**config.mk**
```make
export PLATFORM = sky130hd
export DESIGN_NAME = crcm_ram
export DESIGN_NICKNAME = d
export VERILOG_FILES = /design/src/crcm_ram.sv
export SDC_FILE = /design/constraint.sdc
export NUM_CORES = 1
export LEC_CHECK = 0
export BUFFER_PORTS_ARGS = -buffer_cell sky130_fd_sc_hd__buf_2
export CAP_MARGIN = 25
export CORE_MARGIN = 8
export CORE_UTILIZATION = 30
export DETAILED_ROUTE_END_ITERATION = 6
export PLACE_DENSITY_LB_ADDON = 0.2
export RECOVER_POWER = 100
export SLEW_MARGIN = 30
export SYNTH_ARGS = -nofsm -noshare
export SYNTH_HDL_FRONTEND = slang
export SYNTH_SLANG_ARGS = --single-unit
export TNS_END_PERCENT = 50
```
**constraint.sdc**
```tcl
create_clock -name clk_i -period 2.16 [get_ports clk_i]
set_clock_uncertainty 0.1 [all_clocks]
set_input_delay 0.108 -clock clk_i [delete_from_list [all_inputs] [get_ports clk_i]]
set_output_delay 0.108 -clock clk_i [all_outputs]
set_load 0.005 [all_outputs]
```
**src/crcm_ram.sv**
```systemverilog
// Generic simple dual-port RAM with one write port and a registered read port.
module crcm_ram #(
  parameter int WIDTH = 8,
  parameter int DEPTH = 16
) (
  input  logic                     clk_i,
  input  logic                     we_i,
  input  logic [$clog2(DEPTH)-1:0] waddr_i,
  input  logic [WIDTH-1:0]         wdata_i,
  input  logic [$clog2(DEPTH)-1:0] raddr_i,
  output logic [WIDTH-1:0]         rdata_o
);

  logic [WIDTH-1:0] mem_q [DEPTH];
  logic [WIDTH-1:0] rdata_q;

  always_ff @(posedge clk_i) begin
    if (we_i) begin
      mem_q[waddr_i] <= wdata_i;
    end
    rdata_q <= mem_q[raddr_i];
  end

  assign rdata_o = rdata_q;

endmodule

```
# Word-level counts from Yosys, hierarchy flattened
# Memory sizes are Yosys's and may differ from the RTL's. A register that Yosys moved wholly into a read port is not among the register bits.
# Index checks and enable logic that the tools add are counted.
totals:
  mem_count: 1
  latch_bits: 0
  elab_cells: 3
  mem_bits_ro: 0
  register_bits: 0
  ramBits: 128
op_classes:
  eq_ne: 0
  addsub: 0
  muxes: 2
  reduce_logical: 0
  n_lt_le_gt_ge: 0
  n_bitwise: 0
  n_shift: 0
  mul: 0
  n_div: 0
memory_table:
  columns: ["name", "words", "word_bits", "read_ports", "rd_ports_with_merged_regs", "write_ports", "line_no", "rtl"]
  rows:
  - ["mem_q", 16, 8, 1, 1, 1, "14", "logic [WIDTH-1:0] mem_q [DEPTH];"]
op_table:
  columns: ["op", "n"]
  rows:
  - ["1-bit two-way mux", 2]

# Logic depth before layout (Yosys ltp)
# Gate-level depths: netlist of run 1.
logic_depth:
  word_depth: 2
  depth_mapped: 5
  ltp_nobuf: 3

# Worst setup path after synthesis of run 1
# Ideal clock, no wire load.
synth_timing:
  path_type: "input-to-reg"
  start: "in waddr_i[2]"
  end: "mem mem_q[0][0], enable pin"
  arrival_time_ps: 1218
  slack_ps: 459
  n_path_buf: 0
  stages: 2
  cell_sequence: "or3b_2 -> nor3_1"
synth_rtl:
  columns: ["item", "line_no", "rtl"]
  rows:
  - ["start: declaration", "8", "input logic [$clog2(DEPTH)-1:0] waddr_i,"]
  - ["end: declaration", "14", null]
# Straight into the memory's write port.

==> results of run 1 <==
[logic make-up (layout without fill, tap and decap cells)]
kind of cell    after synthesis  in the layout  synth area share
buf+inv                      10             84           0.01677
mux                          32             32            0.1502
compound gates               16             16           0.02334
flops                       136            136            0.7778
simple gates                 35             35           0.03184
[layer usage]
metal	vias to the layer above	routed length [um]	GRT usage
li1	1096	-	-
met1	1286	5510	0.1485
met2	44	4872	0.1555
met3	18	383	0.03353
met4	0	214	0.05354
met5	-	0	0
[stage by stage]
step                hold slack [ps]  cell area (um^2)  total power [W]  setup slack, ps
floorplan                     106.9              5147         0.003169            459.1
global placement              401.2              5635         0.003310            366.4
detailed placement            402.8              5635         0.003313            387.9
CTS                           163.7              6296         0.006164            626.8
global route                  201.8              6212         0.006275            520.0
finish                        176.2              6212         0.006079            610.2
[registers in the layout, indices dropped and copies added (netlist names)]
signal	flops
rdata_o	8
mem_q	128
[power breakdown]
part	internal [W]	switching [W]	total (W)	leakage [nW]
Sequential	0.00295	0.0000201	0.00297	1.22
Combinational	0.000116	0.000162	0.000278	0.492
Clock	0.00182	0.00100	0.00283	0.294
[worst paths after layout]
kind | from | depth (start not counted) | endpoint
worst max-delay path | mem_q[0][1]$_DFFE_PP_ | 3 | rdata_o[1]$_DFF_P_
worst max register to register | mem_q[0][1]$_DFFE_PP_ | 3 | rdata_o[1]$_DFF_P_
worst min register to register | mem_q[14][1]$_DFFE_PP_ | 3 | rdata_o[1]$_DFF_P_
worst min-delay path | raddr_i[1] | 4 | rdata_o[4]$_DFF_P_
[repair_timing]
| item | in CTS | in global routing |
|---|---|---|
| hold buffers | 8 | 0 |
| hold endpoints to repair | 125 | 0 |
| buffers inserted | 0 | 0 |
| setup endpoints to repair | 0 | 0 |
[layout make-up]
class,count,area [um^2]
Fill cell,1630,10840
Sequential cell,136,4004
Multi-Input combinational cell,83,1057
Clock buffer,21,450.4
Timing Repair Buffer,52,289.0
Tap cell,225,281.5
Clock inverter,11,130.1
[cell usage after synthesis (all sizes together) (2+ instances only)]
| library cell | number |
|---|---|
| nand2 | 9 |
| clkdlybuf4s25 | 3 |
| buf | 7 |
| nand3b | 2 |
| nand2b | 2 |
| nor3 | 4 |
| dfxtp | 8 |
| edfxtp | 128 |
| a22oi | 16 |
| nor2 | 13 |
| mux4 | 32 |
[worst reg2reg max path, stage by stage, from the launching register on]
cell and delay [ps]:
edfxtp_1 360, mux4_1 500, a22oi_1 370, nand2_1 90
==> flow_summary_export.csv, run 1 <==
group,metric,value,unit
routing,wirelength,10980,um
sta,fmax,645.2,MHz
final_layout,instances_no_fill,528,
clock_network,cts_buffers,17,
setup_path,max_stage_delay,500,ps
routing,drtIter0Drc,150,
final_layout,final_common_cell,"edfxtp_1",
clock_network,clkTransAtPathRegs,50,ps
power_and_ir_drop,p_leak,2.009,nW
placement,port_buffers,25,
clock_network,cts_tree,"built",
setup_path,cpMaxStageDelayCell,"mux4_1",
routing,via_per_inst,4.629,
floorplanning,die_h,147.0,um
setup_path,path_buf_inv,0,
floorplanning,rows,48,
yosys,netlist_instances,229,
yosys,synth-edff-count,128,
setup_path,crit_type,"register to register",
yosys,synthDistinctLibCells,19,
yosys,postSynthAreaPerCell,22.48,um^2
sta,final-hold-violation-count,0,
sta,post-route-period-util,0.7175,
final_layout,post-route-util,0.3642,
routing,avgRoutedWirePerCell,20.80,um
sta,tns,0,ps
final_layout,areaGrowthSynthToFinish,20.69,%
placement,dp.final_hpwl,7121,um
sta,fin_crit,1550,ps
yosys,async_reset_ff_frac,0,
yosys,mappedNetlistArea,5147,um^2
run_status,status,"finished clean",
run,cap_violations,0,
worst_hold_path,min_path_type,"primary input to register",
global_route,grt_pass1_vias,2653,
global_route,grt_max_degree,33,
sta,rsz0062_at_grt,"false",
routing,first_pass_iters,4,
setup_path,worstPathCellList,"mux4_1 -> a22oi_1 -> nand2_1",
global_route,grt_pass1_wl,16770,um
final_layout,num_antenna_cells,0,
sta,slew_violations,0,
clock_network,cts-resized-gates,0,
clock_network,clock_latency,420,ps
setup_path,cp.arrival,1750,ps
global_route,gr-total-overflow,0,
setup_path,rrSetupSlack,610,ps
global_route,antenna_found_initial,0,
yosys,synthFlopType,"edfxtp_1",
setup_path,start_kind,"register",
power_and_ir_drop,irDropWorstVdd,628.8,uV
yosys,yosysTopAreaCellShare,0.7467,
clock_network,ctsRootBufferMaster,"clkbuf_16",
yosys,ys_ff_latch,136,
yosys,yosys-top-cells-area,"edfxtp_1, mux4_2, mux4_1",
placement,place_congestion,0.6693,
global_route,grt_usage,0.1093,
setup_path,critical_path.max_fanout,1,
power_and_ir_drop,powerDensity,978.6,nW/um^2
final_layout,mostFrequentLayoutCells,"edfxtp_1, clkbuf_1, mux4_2",
floorplanning,io_pins,26,
yosys,synth_seq_area_share,0.7778,
floorplanning,core_area,17060,um^2
final_layout,drive_gt1_frac,0.1881,
setup_path,worstSetupEndpointType,"register",
sta,tightest_slew,771.2,ps
floorplanning,die_width,147.0,um
clock_network,cts_buffer_depth,2,
sta,slew_headroom,0.4859,
setup_path,critPathRequiredTime,2360,ps
routing,dr_total_vias,2444,
yosys,synth_area_leader_cell,"edfxtp_1",
routing,route.detailed.drc,0,
routing,postRouteAntennaNets,0,
floorplanning,die_area,21610,um^2
clock_network,clock-sinks,136,
yosys,synth.net_count,247,
sta,setup_viol,0,
floorplanning,start_util,0.3018,
final_layout,num-nets-final,308,
setup_path,critPathTopFamily,"multiplexers",
yosys,synth_warnings,0,
placement,dp.cells,488,
clock_network,h-tree-depth,4,
No activity file was read; power rests on OpenSTA's default activity.
==> inputs of run 2 (changes only) <==
- clock period: 2.16 -> 1.54 ns (I/O delays scaled with it)
==> run 2 against run 1 <==
Die area stayed put. Highest routed layer unchanged. Critical path depth did not move. Register-to-register slack lost 530 ps. First-iteration DRC count down 8.7%. Non-clock buffer count increased by 4. Critical endpoint is now rdata_o[2]$_DFF_P_. Combinational power grew 42%.
==> flow_summary_export.csv, run 2 (synthesis results as in run 1) <==
group,metric,value,unit
run_status,status,"finished clean",
final_layout,num-nets-final,312,
sta,fin_crit,1456,ps
routing,postRouteAntennaNets,0,
routing,wirelength,10650,um
sta,rsz0062_at_grt,"false",
power_and_ir_drop,irDropWorstVdd,718.9,uV
sta,final-hold-violation-count,0,
placement,port_buffers,25,
global_route,grt_pass1_wl,16330,um
floorplanning,die_area,21610,um^2
placement,place_congestion,0.6488,
final_layout,multiInputGateArea,1057,um^2
run,cap_violations,0,
routing,first_pass_iters,4,
final_layout,final_common_cell,"edfxtp_1",
final_layout,drive_gt1_frac,0.1987,
final_layout,n_fill_cell,1601,
clock_network,clkTransAtPathRegs,50,ps
routing,via_per_inst,4.579,
setup_path,worstSetupEndpointType,"register",
global_route,antenna_found_initial,0,
sta,setup_viol,0,
sta,slew_violations,0,
final_layout,mostFrequentLayoutCells,"edfxtp_1, clkbuf_1, mux4_2",
sta,fmax,686.7,MHz
placement,dp.final_hpwl,6797,um
setup_path,rrSetupSlack,80,ps
routing,route.detailed.drc,0,
sta,slew_headroom,0.4593,
floorplanning,core_area,17060,um^2
clock_network,cts_buffers,17,
routing,avgRoutedWirePerCell,20.01,um
final_layout,seq_area,4004,um^2
clock_network,h-tree-depth,4,
routing,drtIter0Drc,137,
sta,tightest_slew,808.1,ps
sta,post-route-period-util,0.9456,
global_route,gr-total-overflow,0,
clock_network,cts_buffer_depth,2,
final_layout,post-route-util,0.3702,
global_route,grt_pass1_vias,2658,
final_layout,regMostFlops,"mem_q",
final_layout,areaGrowthSynthToFinish,22.65,%
placement,placed_cell_area,5695,um^2
floorplanning,start_util,0.3018,
setup_path,crit_type,"register to register",
clock_network,clock-sinks,136,
setup_path,critPathRequiredTime,1730,ps
global_route,grt_usage,0.1056,
worst_hold_path,min_path_type,"primary input to register",
floorplanning,io_pins,26,
power_and_ir_drop,p_leak,2.055,nW
global_route,grt_max_degree,20,
final_layout,largest_register_ffs,128,
final_layout,num_antenna_cells,0,
setup_path,cp.arrival,1640,ps
clock_network,ctsRootBufferMaster,"clkbuf_16",
floorplanning,rows,48,
power_and_ir_drop,powerDensity,1391,nW/um^2
clock_network,cts_tree,"built",
floorplanning,die_width,147.0,um
final_layout,fin_area,6314,um^2
routing,dr_total_vias,2436,
clock_network,clock_latency,410,ps
clock_network,post_cts_buffers,0,
setup_path,start_kind,"register",
setup_path,critical_path.max_fanout,1,
floorplanning,die_h,147.0,um
==> run 2: routing by layer <==
| metal | up-vias | wire length [um] | track usage |
|---|---|---|---|
| met5 | - | 0 | 0 |
| met4 | 0 | 62 | 0.03978 |
| met3 | 2 | 488 | 0.03753 |
| met2 | 54 | 5165 | 0.1585 |
| met1 | 1279 | 4929 | 0.1378 |
| li1 | 1101 | - | - |
==> run 2: cell type report <==
class / count / area share
flip-flops and latches: 136 / 0.6342
repair buffers: 56 / 0.05589
clock buffers: 21 / 0.06976
clock inverters: 11 / 0.02814
well taps: 225 / 0.04459
multi-input cells: 83 / 0.1675
==> run 2: what timing repair did <==
action                                 4_1_cts  5_1_grt
resized for setup                            0        0
endpoints found under the hold margin      128        0
hold buffers                                 8        0
==> run 2: worst max-delay path: stages, from the launching register on <==
cell and delay (ps):
edfxtp_1 360, mux4_1 490, a22oi_1 310, nand2_1 80
==> run 2: where the power goes <==
group / switching (W) / internal [W]
clock network: 0.00137 / 0.00284
logic: 0.000219 / 0.000176
registers: 0.0000261 / 0.00414
==> run 2: per-stage QoR <==
stage	instances	TNS, ps	setup WS (ps)	total power, W	hold slack, ps
floorplan	229	0	96.85	0.004445	75.87
global placement	492	-295.1	-118.6	0.004646	372.2
detailed placement	492	-364.8	-120.1	0.004652	374.7
CTS	532	0	56.58	0.008904	96.84
global route	532	0	24.35	0.009073	139.3
finish	532	0	83.82	0.008781	143.4
==> run 2: worst paths after layout <==
path	from	cells after the start	endpoint
worst max-delay path	mem_q[2][2]$_DFFE_PP_	3	rdata_o[2]$_DFF_P_
worst min-delay path	waddr_i[0]	3	mem_q[0][6]$_DFFE_PP_
worst min register to register	mem_q[14][2]$_DFFE_PP_	3	rdata_o[2]$_DFF_P_
worst max register to register	mem_q[2][2]$_DFFE_PP_	3	rdata_o[2]$_DFF_P_
