<file path="src/crcm_pkg.sv">
// Shared types, widths and codes of the character range class map.
package crcm_pkg;

  localparam int MAX_RANGES = 64;
  localparam int IDX_W      = $clog2(MAX_RANGES);
  localparam int CNT_W      = $clog2(MAX_RANGES + 1);
  localparam int WCNT_W     = $clog2(MAX_RANGES + 3);
  localparam int CP_W       = 21;
  localparam int CP1_W      = CP_W + 1;
  localparam int CLS_W      = 8;
  localparam int ENT_W      = 2 * CP_W + CLS_W;
  localparam int RAM_DEPTH  = 2 << IDX_W;
  localparam int RAM_AW     = IDX_W + 1;

  localparam logic MODE_ADD    = 1'b0;
  localparam logic MODE_LOOKUP = 1'b1;
  localparam logic ST_DONE     = 1'b0;
  localparam logic ST_FULL     = 1'b1;

  typedef struct packed {
    logic [CP_W-1:0]  first;
    logic [CP_W-1:0]  last;
    logic [CLS_W-1:0] cls;
  } entry_t;

  typedef struct packed {
    logic             mode;
    logic [CP_W-1:0]  range_first;
    logic [CP_W-1:0]  range_last;
    logic [CLS_W-1:0] class_id;
    logic [CP_W-1:0]  code_point;
  } item_t;

  typedef struct packed {
    logic [CLS_W-1:0] class_out;
    logic             matched;
    logic             status;
  } res_t;

  typedef struct packed {
    logic              we;
    logic [RAM_AW-1:0] waddr;
    logic [ENT_W-1:0]  wdata;
    logic [RAM_AW-1:0] raddr;
  } ram_req_t;

  typedef enum logic [3:0] {
    S_IDLE,
    S_LK_RD,
    S_LK_EV,
    S_AD_RD,
    S_AD_EV,
    S_EMIT,
    S_CP_RD,
    S_CP_WR,
    S_AD_END,
    S_FIN,
    S_OUT
  } state_e;

  typedef enum logic [1:0] {
    AFT_SCAN,
    AFT_COPY,
    AFT_FIN
  } after_e;

endpackage

</file>
<file path="src/crcm_seq.sv">
// Sequencer: binary search for lookups and streaming table rebuild for adds.
module crcm_seq (
  input  logic                       clk_i,
  input  logic                       rst_ni,
  input  logic                       start_i,
  input  crcm_pkg::item_t            item_i,
  input  logic [crcm_pkg::CLS_W-1:0] default_class_i,
  input  logic                       slot_free_i,
  output logic                       idle_o,
  output logic                       res_valid_o,
  output crcm_pkg::res_t             res_o,
  output crcm_pkg::ram_req_t         ram_o,
  input  logic [crcm_pkg::ENT_W-1:0] ram_rdata_i
);

  crcm_pkg::state_e state_q, state_d;
  crcm_pkg::after_e after_q, after_d;
  logic [crcm_pkg::CP_W-1:0]   f_q, f_d;
  logic [crcm_pkg::CP_W-1:0]   l_q, l_d;
  logic [crcm_pkg::CLS_W-1:0]  c_q, c_d;
  logic [crcm_pkg::CNT_W-1:0]  idx_q, idx_d;
  logic [crcm_pkg::CNT_W-1:0]  hi_q, hi_d;
  logic [crcm_pkg::CNT_W-1:0]  mid_q, mid_d;
  logic [crcm_pkg::CNT_W-1:0]  count_q, count_d;
  logic [crcm_pkg::WCNT_W-1:0] wcnt_q, wcnt_d;
  logic                        bank_q, bank_d;
  crcm_pkg::entry_t            pend_q [3];
  crcm_pkg::entry_t            pend_d [3];
  logic [1:0]                  pn_q, pn_d;
  logic [1:0]                  pi_q, pi_d;
  crcm_pkg::res_t              res_q, res_d;

  crcm_pkg::entry_t            e;
  crcm_pkg::entry_t            new_ent;
  logic [crcm_pkg::CNT_W-1:0]  mid;
  logic [crcm_pkg::CNT_W-1:0]  rd_idx;
  logic [crcm_pkg::WCNT_W-1:0] widx;
  logic                        below, above;

  assign e       = crcm_pkg::entry_t'(ram_rdata_i);
  assign new_ent = '{first: f_q, last: l_q, cls: c_q};
  assign mid     = idx_q + ((hi_q - idx_q) >> 1);
  // Stored range lies wholly below, or wholly above, the range being added.
  assign below = ({1'b0, f_q} > ({1'b0, e.last} + crcm_pkg::CP1_W'(1)))
              || ((f_q > e.last) && (c_q != e.cls));
  assign above = ({1'b0, e.first} > ({1'b0, l_q} + crcm_pkg::CP1_W'(1)))
              || ((e.first > l_q) && (c_q != e.cls));

  always_ff @(posedge clk_i or negedge rst_ni) begin
    if (!rst_ni) begin
      state_q <= crcm_pkg::S_IDLE;
      count_q <= '0;
      bank_q  <= 1'b0;
      pi_q    <= '0;
    end else begin
      state_q <= state_d;
      count_q <= count_d;
      bank_q  <= bank_d;
      pi_q    <= pi_d;
    end
  end

  always_ff @(posedge clk_i) begin
    after_q <= after_d;
    f_q     <= f_d;
    l_q     <= l_d;
    c_q     <= c_d;
    idx_q   <= idx_d;
    hi_q    <= hi_d;
    mid_q   <= mid_d;
    wcnt_q  <= wcnt_d;
    pend_q  <= pend_d;
    pn_q    <= pn_d;
    res_q   <= res_d;
  end

  always_comb begin
    state_d = state_q;
    after_d = after_q;
    f_d     = f_q;
    l_d     = l_q;
    c_d     = c_q;
    idx_d   = idx_q;
    hi_d    = hi_q;
    mid_d   = mid_q;
    count_d = count_q;
    wcnt_d  = wcnt_q;
    bank_d  = bank_q;
    pend_d  = pend_q;
    pn_d    = pn_q;
    pi_d    = pi_q;
    res_d   = res_q;
    rd_idx  = idx_q;
    widx    = wcnt_q;
    ram_o.we    = 1'b0;
    ram_o.wdata = pend_q[pi_q];
    unique case (state_q)
      crcm_pkg::S_IDLE: begin
        if (start_i) begin
          idx_d  = '0;
          hi_d   = count_q;
          wcnt_d = '0;
          l_d    = item_i.range_last;
          c_d    = item_i.class_id;
          if (item_i.mode == crcm_pkg::MODE_LOOKUP) begin
            // The search key rides in the first-code-point register.
            f_d     = item_i.code_point;
            state_d = crcm_pkg::S_LK_RD;
          end else if (item_i.range_first > item_i.range_last) begin
            res_d   = '{class_out: '0, matched: 1'b0, status: crcm_pkg::ST_DONE};
            state_d = crcm_pkg::S_OUT;
          end else begin
            f_d     = item_i.range_first;
            state_d = crcm_pkg::S_AD_RD;
          end
        end
      end
      crcm_pkg::S_LK_RD: begin
        rd_idx = mid;
        mid_d  = mid;
        if (idx_q < hi_q) begin
          state_d = crcm_pkg::S_LK_EV;
        end else begin
          res_d   = '{class_out: default_class_i, matched: 1'b0,
                      status: crcm_pkg::ST_DONE};
          state_d = crcm_pkg::S_OUT;
        end
      end
      crcm_pkg::S_LK_EV: begin
        if (f_q > e.last) begin
          idx_d   = mid_q + crcm_pkg::CNT_W'(1);
          state_d = crcm_pkg::S_LK_RD;
        end else if (f_q < e.first) begin
          hi_d    = mid_q;
          state_d = crcm_pkg::S_LK_RD;
        end else begin
          res_d   = '{class_out: e.cls, matched: 1'b1, status: crcm_pkg::ST_DONE};
          state_d = crcm_pkg::S_OUT;
        end
      end
      crcm_pkg::S_AD_RD: begin
        if (idx_q == count_q) begin
          state_d = crcm_pkg::S_AD_END;
        end else begin
          state_d = crcm_pkg::S_AD_EV;
        end
      end
      crcm_pkg::S_AD_EV: begin
        idx_d   = idx_q + crcm_pkg::CNT_W'(1);
        pn_d    = 2'd0;
        after_d = crcm_pkg::AFT_SCAN;
        pend_d[0] = e;
        priority if (below) begin
          pn_d = 2'd1;
        end else if (above) begin
          pend_d[0] = new_ent;
          pend_d[1] = e;
          pn_d      = 2'd2;
          after_d   = crcm_pkg::AFT_COPY;
        end else if (e.cls == c_q) begin
          if (e.first <= f_q) begin
            f_d = e.first;
          end else if (e.last > l_q) begin
            pend_d[0] = '{first: f_q, last: e.last, cls: c_q};
            pn_d      = 2'd1;
            after_d   = crcm_pkg::AFT_COPY;
          end
        end else if (e.first < f_q) begin
          pend_d[0] = '{first: e.first, last: f_q - crcm_pkg::CP_W'(1), cls: e.cls};
          pn_d      = 2'd1;
          if (e.last > l_q) begin
            pend_d[1] = new_ent;
            pend_d[2] = '{first: l_q + crcm_pkg::CP_W'(1), last: e.last, cls: e.cls};
            pn_d      = 2'd3;
            after_d   = crcm_pkg::AFT_COPY;
          end
        end else if (e.last > l_q) begin
          pend_d[0] = new_ent;
          pend_d[1] = '{first: l_q + crcm_pkg::CP_W'(1), last: e.last, cls: e.cls};
          pn_d      = 2'd2;
          after_d   = crcm_pkg::AFT_COPY;
        end
        // A same-class range that already covers the new one ends the add.
        if (!below && !above && (e.cls == c_q) && (e.first <= f_q) && (e.last >= l_q)) begin
          res_d   = '{class_out: '0, matched: 1'b0, status: crcm_pkg::ST_DONE};
          state_d = crcm_pkg::S_OUT;
        end else if (pn_d != 2'd0) begin
          state_d = crcm_pkg::S_EMIT;
        end else begin
          state_d = crcm_pkg::S_AD_RD;
        end
      end
      crcm_pkg::S_EMIT: begin
        ram_o.we = (wcnt_q < crcm_pkg::WCNT_W'(crcm_pkg::MAX_RANGES));
        wcnt_d   = wcnt_q + crcm_pkg::WCNT_W'(1);
        if (pi_q == pn_q - 2'd1) begin
          pi_d = '0;
          unique case (after_q)
            crcm_pkg::AFT_SCAN: state_d = crcm_pkg::S_AD_RD;
            crcm_pkg::AFT_COPY: state_d = crcm_pkg::S_CP_RD;
            crcm_pkg::AFT_FIN:  state_d = crcm_pkg::S_FIN;
            default:            state_d = crcm_pkg::S_FIN;
          endcase
        end else begin
          pi_d = pi_q + 2'd1;
        end
      end
      crcm_pkg::S_CP_RD: begin
        if (idx_q == count_q) begin
          state_d = crcm_pkg::S_FIN;
        end else begin
          state_d = crcm_pkg::S_CP_WR;
        end
      end
      crcm_pkg::S_CP_WR: begin
        ram_o.wdata = ram_rdata_i;
        ram_o.we    = (wcnt_q < crcm_pkg::WCNT_W'(crcm_pkg::MAX_RANGES));
        wcnt_d      = wcnt_q + crcm_pkg::WCNT_W'(1);
        idx_d       = idx_q + crcm_pkg::CNT_W'(1);
        state_d     = crcm_pkg::S_CP_RD;
      end
      crcm_pkg::S_AD_END: begin
        pend_d[0] = new_ent;
        pn_d      = 2'd1;
        after_d   = crcm_pkg::AFT_FIN;
        state_d   = crcm_pkg::S_EMIT;
      end
      crcm_pkg::S_FIN: begin
        if (wcnt_q > crcm_pkg::WCNT_W'(crcm_pkg::MAX_RANGES)) begin
          res_d = '{class_out: '0, matched: 1'b0, status: crcm_pkg::ST_FULL};
        end else begin
          bank_d  = ~bank_q;
          count_d = wcnt_q[crcm_pkg::CNT_W-1:0];
          res_d   = '{class_out: '0, matched: 1'b0, status: crcm_pkg::ST_DONE};
        end
        state_d = crcm_pkg::S_OUT;
      end
      crcm_pkg::S_OUT: begin
        if (slot_free_i) begin
          state_d = crcm_pkg::S_IDLE;
        end
      end
      default: state_d = crcm_pkg::S_IDLE;
    endcase
    ram_o.raddr = {bank_q, rd_idx[crcm_pkg::IDX_W-1:0]};
    ram_o.waddr = {~bank_q, widx[crcm_pkg::IDX_W-1:0]};
  end

  assign idle_o      = (state_q == crcm_pkg::S_IDLE);
  assign res_valid_o = (state_q == crcm_pkg::S_OUT);
  assign res_o       = res_q;

`ifndef SYNTH
  a_count_bound: assert property (@(posedge clk_i) disable iff (!rst_ni)
    count_q <= crcm_pkg::CNT_W'(crcm_pkg::MAX_RANGES))
    else $error("entry count beyond table depth");
  a_search_window: assert property (@(posedge clk_i) disable iff (!rst_ni)
    (state_q == crcm_pkg::S_LK_EV) |-> (idx_q <= hi_q) && (hi_q <= count_q))
    else $error("search window out of order");
  a_bank_commit: assert property (@(posedge clk_i) disable iff (!rst_ni)
    (bank_q != $past(bank_q)) |-> ($past(state_q) == crcm_pkg::S_FIN))
    else $error("bank swap outside commit");
  a_scan_index: assert property (@(posedge clk_i) disable iff (!rst_ni)
    (state_q == crcm_pkg::S_AD_RD || state_q == crcm_pkg::S_CP_RD) |-> idx_q <= count_q)
    else $error("scan index beyond entry count");
`endif

endmodule

</file>
<file path="config.mk">
export PLATFORM = sky130hd
export DESIGN_NAME = crcm_seq
export DESIGN_NICKNAME = d
export VERILOG_FILES = /design/src/crcm_pkg.sv /design/src/crcm_seq.sv
export SDC_FILE = /design/constraint.sdc
export NUM_CORES = 1
export LEC_CHECK = 0
export ABC_AREA = 1
export BUFFER_PORTS_ARGS = -buffer_cell sky130_fd_sc_hd__buf_2
export CAP_MARGIN = 15
export CORE_MARGIN = 2
export CORE_UTILIZATION = 30
export DETAILED_ROUTE_END_ITERATION = 7
export SYNTH_ARGS = -nofsm -noshare
export SYNTH_HDL_FRONTEND = slang
export SYNTH_SLANG_ARGS = --single-unit
</file>
<file path="constraint.sdc">
create_clock -name clk_i -period 7.3 [get_ports clk_i]
set_input_delay 0.73 -clock clk_i [delete_from_list [all_inputs] [get_ports clk_i]]
set_output_delay 0.73 -clock clk_i [all_outputs]
set_load 0.01 [all_outputs]
</file>
# Word-level counts from Yosys, hierarchy flattened
# Cells that the tools add are included.
# W data, S select, Z words.
[op_classes]
addsub = 11
multipliers = 0
n_div = 0
order_cmp = 14
eq_ne = 34
shifts = 0
muxes = 77
bitwise = 6
reduce_logical = 32
[ops]
columns = ["cell", "n"]
rows = [
  ["$mux W100", 10],
  ["$mux W50", 8],
  ["$mux W150", 1],
  ["$mux W21", 7],
  ["$bmux W50 S2", 1],
  ["$pmux W50 S2", 1],
  ["$gt A21 B21 Y1", 4],
  ["$mux W10", 7],
  ["$pmux W10 S5", 1],
  ["$add A21 B1 Y22 const B", 2],
  ["$gt A21 B22 Y1", 2],
  ["$mux W4", 11],
  ["$pmux W4 S11", 1],
  ["$lt A21 B21 Y1", 2],
  ["$pmux W21 S2", 1],
  ["$mux W7", 5],
  ["$ne A2 B2 Y1 const B", 15],
  ["$pmux W7 S2", 2],
  ["$mux W2", 11],
  ["$add A21 B1 Y21 const B", 1],
  ["$add A7 B1 Y7 const B", 3],
  ["$ge A21 B21 Y1", 1],
  ["$le A21 B21 Y1", 1],
  ["$pmux W7 S3", 1],
  ["other kinds (45)", 75],
]
[word_totals]
ff_bits = 256
latchBits = 0
ramBits = 0
rom_bits = 0
in_bits = 134
output_inout_bits = 77
wordCells = 199
n_memories = 0

# Depth between registers and ports, before layout
[logic_depth]
word_depth = 12
mapped_depth = 28
ltp_nobuf = 27

# Least setup slack after synthesis
# Ideal clock, no wire load.
[synth_path]
kind = "input port to flip-flop"
start = "input ram_rdata_i[10] (netlist bit)"
end = "register pend_q[0] (netlist bit), enable pin"
setup_time_ps = 520
arrival_ps = 7315
required_ps = 6780
setup_slack_ps = -535
path_stages = 24
n_path_buf = 2
path_cell_list = "buf_2 > nand3_1 > nor3_1 > inv_1 > nor2_1 > inv_1 > nor3_1 > inv_1 > nor2_1 > nand4_1 > nor2_1 > nand3_1 > xor2_1 > ha_1 > nand2_1 > nor2_1 > a211oi_1 > nor2_1 > nor2_1 > nand3_1 > a21oi_2 > clkbuf_1 > o211ai_1 > nor3_1"
[synth_between]
elab_chain_len = 5
[synth_lines]
columns = ["item", "line_no", "source"]
rows = [
  ["from (decl)", "crcm_seq.sv:13", "input logic [crcm_pkg::ENT_W-1:0] ram_rdata_i"],
  ["$add A21 B1 Y22 / $gt A21 B21 Y1 (equally long branches)", "crcm_seq.sv:44, crcm_seq.sv:45", ""],
  ["$gt A21 B22 Y1 / $logic_and A1 B1 Y1 (equally long branches)", "crcm_seq.sv:44, crcm_seq.sv:45", ""],
  ["$logic_or A1 B1 Y1", "crcm_seq.sv:45", "|| ((f_q > e.last) && (c_q != e.cls));"],
  ["$ne A6 B6 Y1 (no source line) / $not A1 Y1 (equally long branches)", "-", ""],
  ["$reduce_and A6 Y1 (no source line) (*)", "-", ""],
  ["to (signal assigned)", "crcm_seq.sv:72", "pend_q <= pend_d;"],
  ["to (decl)", "crcm_seq.sv:27", "crcm_pkg::entry_t pend_q [3];"],
]
# Mark *: on every way between the ends. The rest lies on a longest branch, timed or not.
# A chain may end at the register's enable or synchronous reset.

# Worst setup path after layout
[layout_path]
start = "register l_q[1] (netlist bit)"
end = "register pend_q[16] (netlist bit), enable pin"
[layout_between]
elab_chain_len = 5
[layout_lines]
columns = ["item", "line_no", "source"]
rows = [
  ["from (decl)", "crcm_seq.sv:19", "logic [crcm_pkg::CP_W-1:0] l_q, l_d;"],
  ["from (signal assigned)", "crcm_seq.sv:66", "l_q <= l_d;"],
  ["$add A21 B1 Y22 / $gt A21 B21 Y1 (equally long branches)", "crcm_seq.sv:46, crcm_seq.sv:47", ""],
  ["$gt A21 B22 Y1 / $logic_and A1 B1 Y1 (equally long branches)", "crcm_seq.sv:46, crcm_seq.sv:47", ""],
  ["$logic_or A1 B1 Y1", "crcm_seq.sv:47", "|| ((e.first > l_q) && (c_q != e.cls));"],
  ["$ne A6 B6 Y1 (no source line) / $not A1 Y1 (equally long branches)", "-", ""],
  ["$reduce_and A6 Y1 (no source line) (*)", "-", ""],
]
# Marks and branches as above.

==> metrics.txt <==
area leader, netlist edfxtp_1; Least-Margin Pin Slew between 1 and 1.5 ns; Async S/R FF share, synth around 5.5%; Layout Nets 2945; CP Data Arrival Time 5.95 ns; via-per-instance ratio 5.404; Clk Latency, worst-skew pair 0.56 ns; Syn Area/Cell 7.823 um^2; Post-Route WL 77.82 mm; pins over their slew limit 0; I/O Buffers 210; Mapped Cells between 2000 and 2500; first-pass GRT wire length 114.9 mm; CTS clk-pin slew, worst paths 0.06 ns; fin crit share 78.38%; total track usage 22.70%; CTS tree done; DR WL/cell 22.04 um; peak supply drop 181.8 uV; top cells by area, synth edfxtp_1 (37%), nand2_1 (11%), ha_1 (10%), nor2_1 (5.7%), a21oi_1 (4.6%); drt first pass iters 6; Hold Slack 0.08736 ns; Post-CTS Hold Fix Bufs 0; share of cells above drive strength 1 12.90%; Final ANT Viol Nets 0; CTS buffer count 36; final setup margin 1.578 ns; DRC 0; Resized cells post-CTS 0; Leak Pwr 9.789 nW; synthesis warning total 0; Post-Place Setup Slack 1.396 ns; final setup fails 0; met3 Resource Use GR 3.349%; top cell type's share of synthesized area 37.20%; grt met2 use between 30% and 40%; WP data required 7.52 ns; H-tree depth 2; crit path launch type register; Post-synth top flop edfxtp_1; Die Wd 259.2 um; flop2flop setup slack 1.58 ns; post-synth net total 2792; total negative slack 0 ns; Cell Area, Synth ~20000 um^2; pwr dens around 420 nW/um^2; min Tclk post-route 5.722 ns; # IOs 211; Post-DP HPWL between 50 and 60 mm; worst min path class primary input to async pin; number of max-cap violations 0; Slew HR 27.40%; Overflow after GRT 0; Clock Root Buffer clkbuf_16; vias in the first global route 17710; Worst setup EP type register; run status finished clean; vias 19080; Most Crowded Layer GR met2; setup bufs post-CTS 0; Die Area 67170 um^2; fmax approximately 0.17 GHz; Initial Utilization 30.30%; # diodes 0; crit path max fanout 36; sequential area share after synthesis between 30% and 40%; largest net degree at the start of global routing 76; Longest Clk Path Bufs 3; Netlist cell types 57; Fin. Hold Viols 0; CTS sink cnt 256; Die Ht 259.2 um; core footprint between 60000 and 70000 um^2; antenna violations before repair 1; RSZ-0062 raised after global routing false; row cnt 93; synth-to-layout area growth 15.17%; worst-case clock skew ~0.027 ns; Total Power between 0.009 and 0.01 W; Post-synth EDFFs 242; final weighted congestion in routability-driven placement 0.9913; #FFs+latches synth 256; Iteration-0 DRC Markers roughly 2300; met1 usage 30.30%; final core utilization 34.90%; crit path kind register to register
-- synthesized netlist by cell type (3+ instances only) --
library cell  number
nand2_1          569
nor2_1           297
edfxtp_1         242
inv_1            236
a21oi_1          181
ha_1             159
o21ai_0          159
a22oi_1           91
clkbuf_1          82
nand3_1           82
a31oi_1           51
xor2_1            49
nand4_1           40
o22ai_1           40
o211ai_1          35
buf_2             24
nor3_1            23
dfrtp_1           14
buf_4             13
nand2_2           12
nor4_1            12
nor2_2             8
xnor2_1            8
clkinv_1           6
nor2_4             6
a211oi_1           5
o21a_1             5
o221ai_1           5
o21ai_1            4
buf_1              3
inv_2              3
nand3b_1           3
-- final timing paths --
check	startpoint	to	depth (start not counted)
setup / recovery	l_q[1]	pend_q[16]	20
setup reg to reg	l_q[1]	pend_q[16]	20
hold / removal	rst_ni	state_q[2]	1
max in group asynchronous	rst_ni	pi_q[1]	1
hold reg to reg	count_q[0]	count_q[0]	2
min in group clk_i	item_i[21]	c_q[0]	1
-- cell usage in the layout (no fill, tap or decap), types with 3 or more instances in the layout --
master | synthesis | routed
buf_4 | 13 | 29
o21ai_1 | 4 | 4
dfrtp_1 | 14 | 12
a31oi_1 | 51 | 51
ha_1 | 159 | 159
inv_6 | 0 | 4
o221ai_1 | 5 | 5
o211ai_1 | 35 | 35
clkbuf_1 | 82 | 9
o21a_1 | 5 | 5
clkbuf_16 | 0 | 37
nor2_1 | 297 | 290
xor2_1 | 49 | 49
inv_2 | 3 | 5
clkinv_4 | 0 | 3
nor4_1 | 12 | 12
nor2_4 | 6 | 11
xnor2_1 | 8 | 8
a21oi_1 | 181 | 181
nand3b_1 | 3 | 3
nand2_2 | 12 | 13
a211oi_1 | 5 | 4
clkinv_1 | 6 | 9
clkinv_2 | 0 | 4
edfxtp_1 | 242 | 242
inv_1 | 236 | 234
buf_2 | 24 | 210
o21ai_0 | 159 | 159
a22oi_1 | 91 | 91
nand2_1 | 569 | 568
nor3_1 | 23 | 22
nor2_2 | 8 | 10
nand4_1 | 40 | 40
nand3_1 | 82 | 82
o22ai_1 | 40 | 40
-- flip-flops by register name (all words and copies together), names as in the netlist --
register and flops:
after_q 2, bank_q 1, c_q 8, count_q 7, f_q 21, hi_q 7
idx_q 7, l_q 21, mid_q 7, pend_q 150, pi_q 2, pn_q 2
res_o 10, state_q 4, wcnt_q 7
-- through the flow --
step	instance area [um^2]	instances
CTS	22480	3529
finish	22500	3530
floorplan	19540	2497
detailed placement	21380	3466
global route	22500	3530
global placement	21380	3466
-- where the power goes --
part	internal [W]	leakage (nW)	switching [W]
Clock	0.000972	0.532	0.000721
Sequential	0.00227	2.41	0.000420
Combinational	0.00162	6.85	0.00340
Total	0.00486	9.79	0.00454
-- critical path: stages (launching register included) --
cell      delay, ns
edfxtp_1       0.65
ha_1           0.33
nand2_1        0.14
nor2_4         0.24
nand2_2        0.15
nor3_1         0.31
nand3_1        0.18
xor2_1         0.50
inv_1          0.12
ha_1           0.31
nand2_1        0.07
nor2_2         0.11
nand2_1        0.13
nor2_1         0.11
nand2_1        0.10
nand2_2        0.13
nand2_4        0.09
nand2_4        0.47
o211ai_1       0.30
nor3_4         0.60
buf_12         0.30
-- metal layers --
layer  share of wire, %  wire length [um]
met1                 42             32620
met2                 45             34940
met3                8.4              6539
met4                4.8              3718
met5                  0                 0
-- cell type report --
| class | instances | area [um^2] |
|---|---|---|
| fillers | 6866 | 41970 |
| inverters | 245 | 919.6 |
| repair buffers | 241 | 1304 |
| clock buffers | 46 | 959.7 |
| multi-input cells | 1870 | 10490 |
| flip-flops and latches | 256 | 7620 |
| clock inverters | 17 | 137.6 |
| well taps | 855 | 1070 |
-- cell families (layout without fill, tap and decap cells) --
kind of cell / count (synthesis) / in the layout / synth area share, %
AO/OA/AOI/OAI: 588 / 588 / 17.73
XOR/XNOR: 57 / 57 / 2.556
adder cells (fa/ha/maj): 161 / 161 / 10.39
buffers and inverters: 371 / 549 / 7.674
flip-flops: 256 / 256 / 39.00
multiplexers: 1 / 1 / 0.05764
AND/OR/NAND/NOR: 1063 / 1063 / 22.60
(Power assumes the default switching activity.)
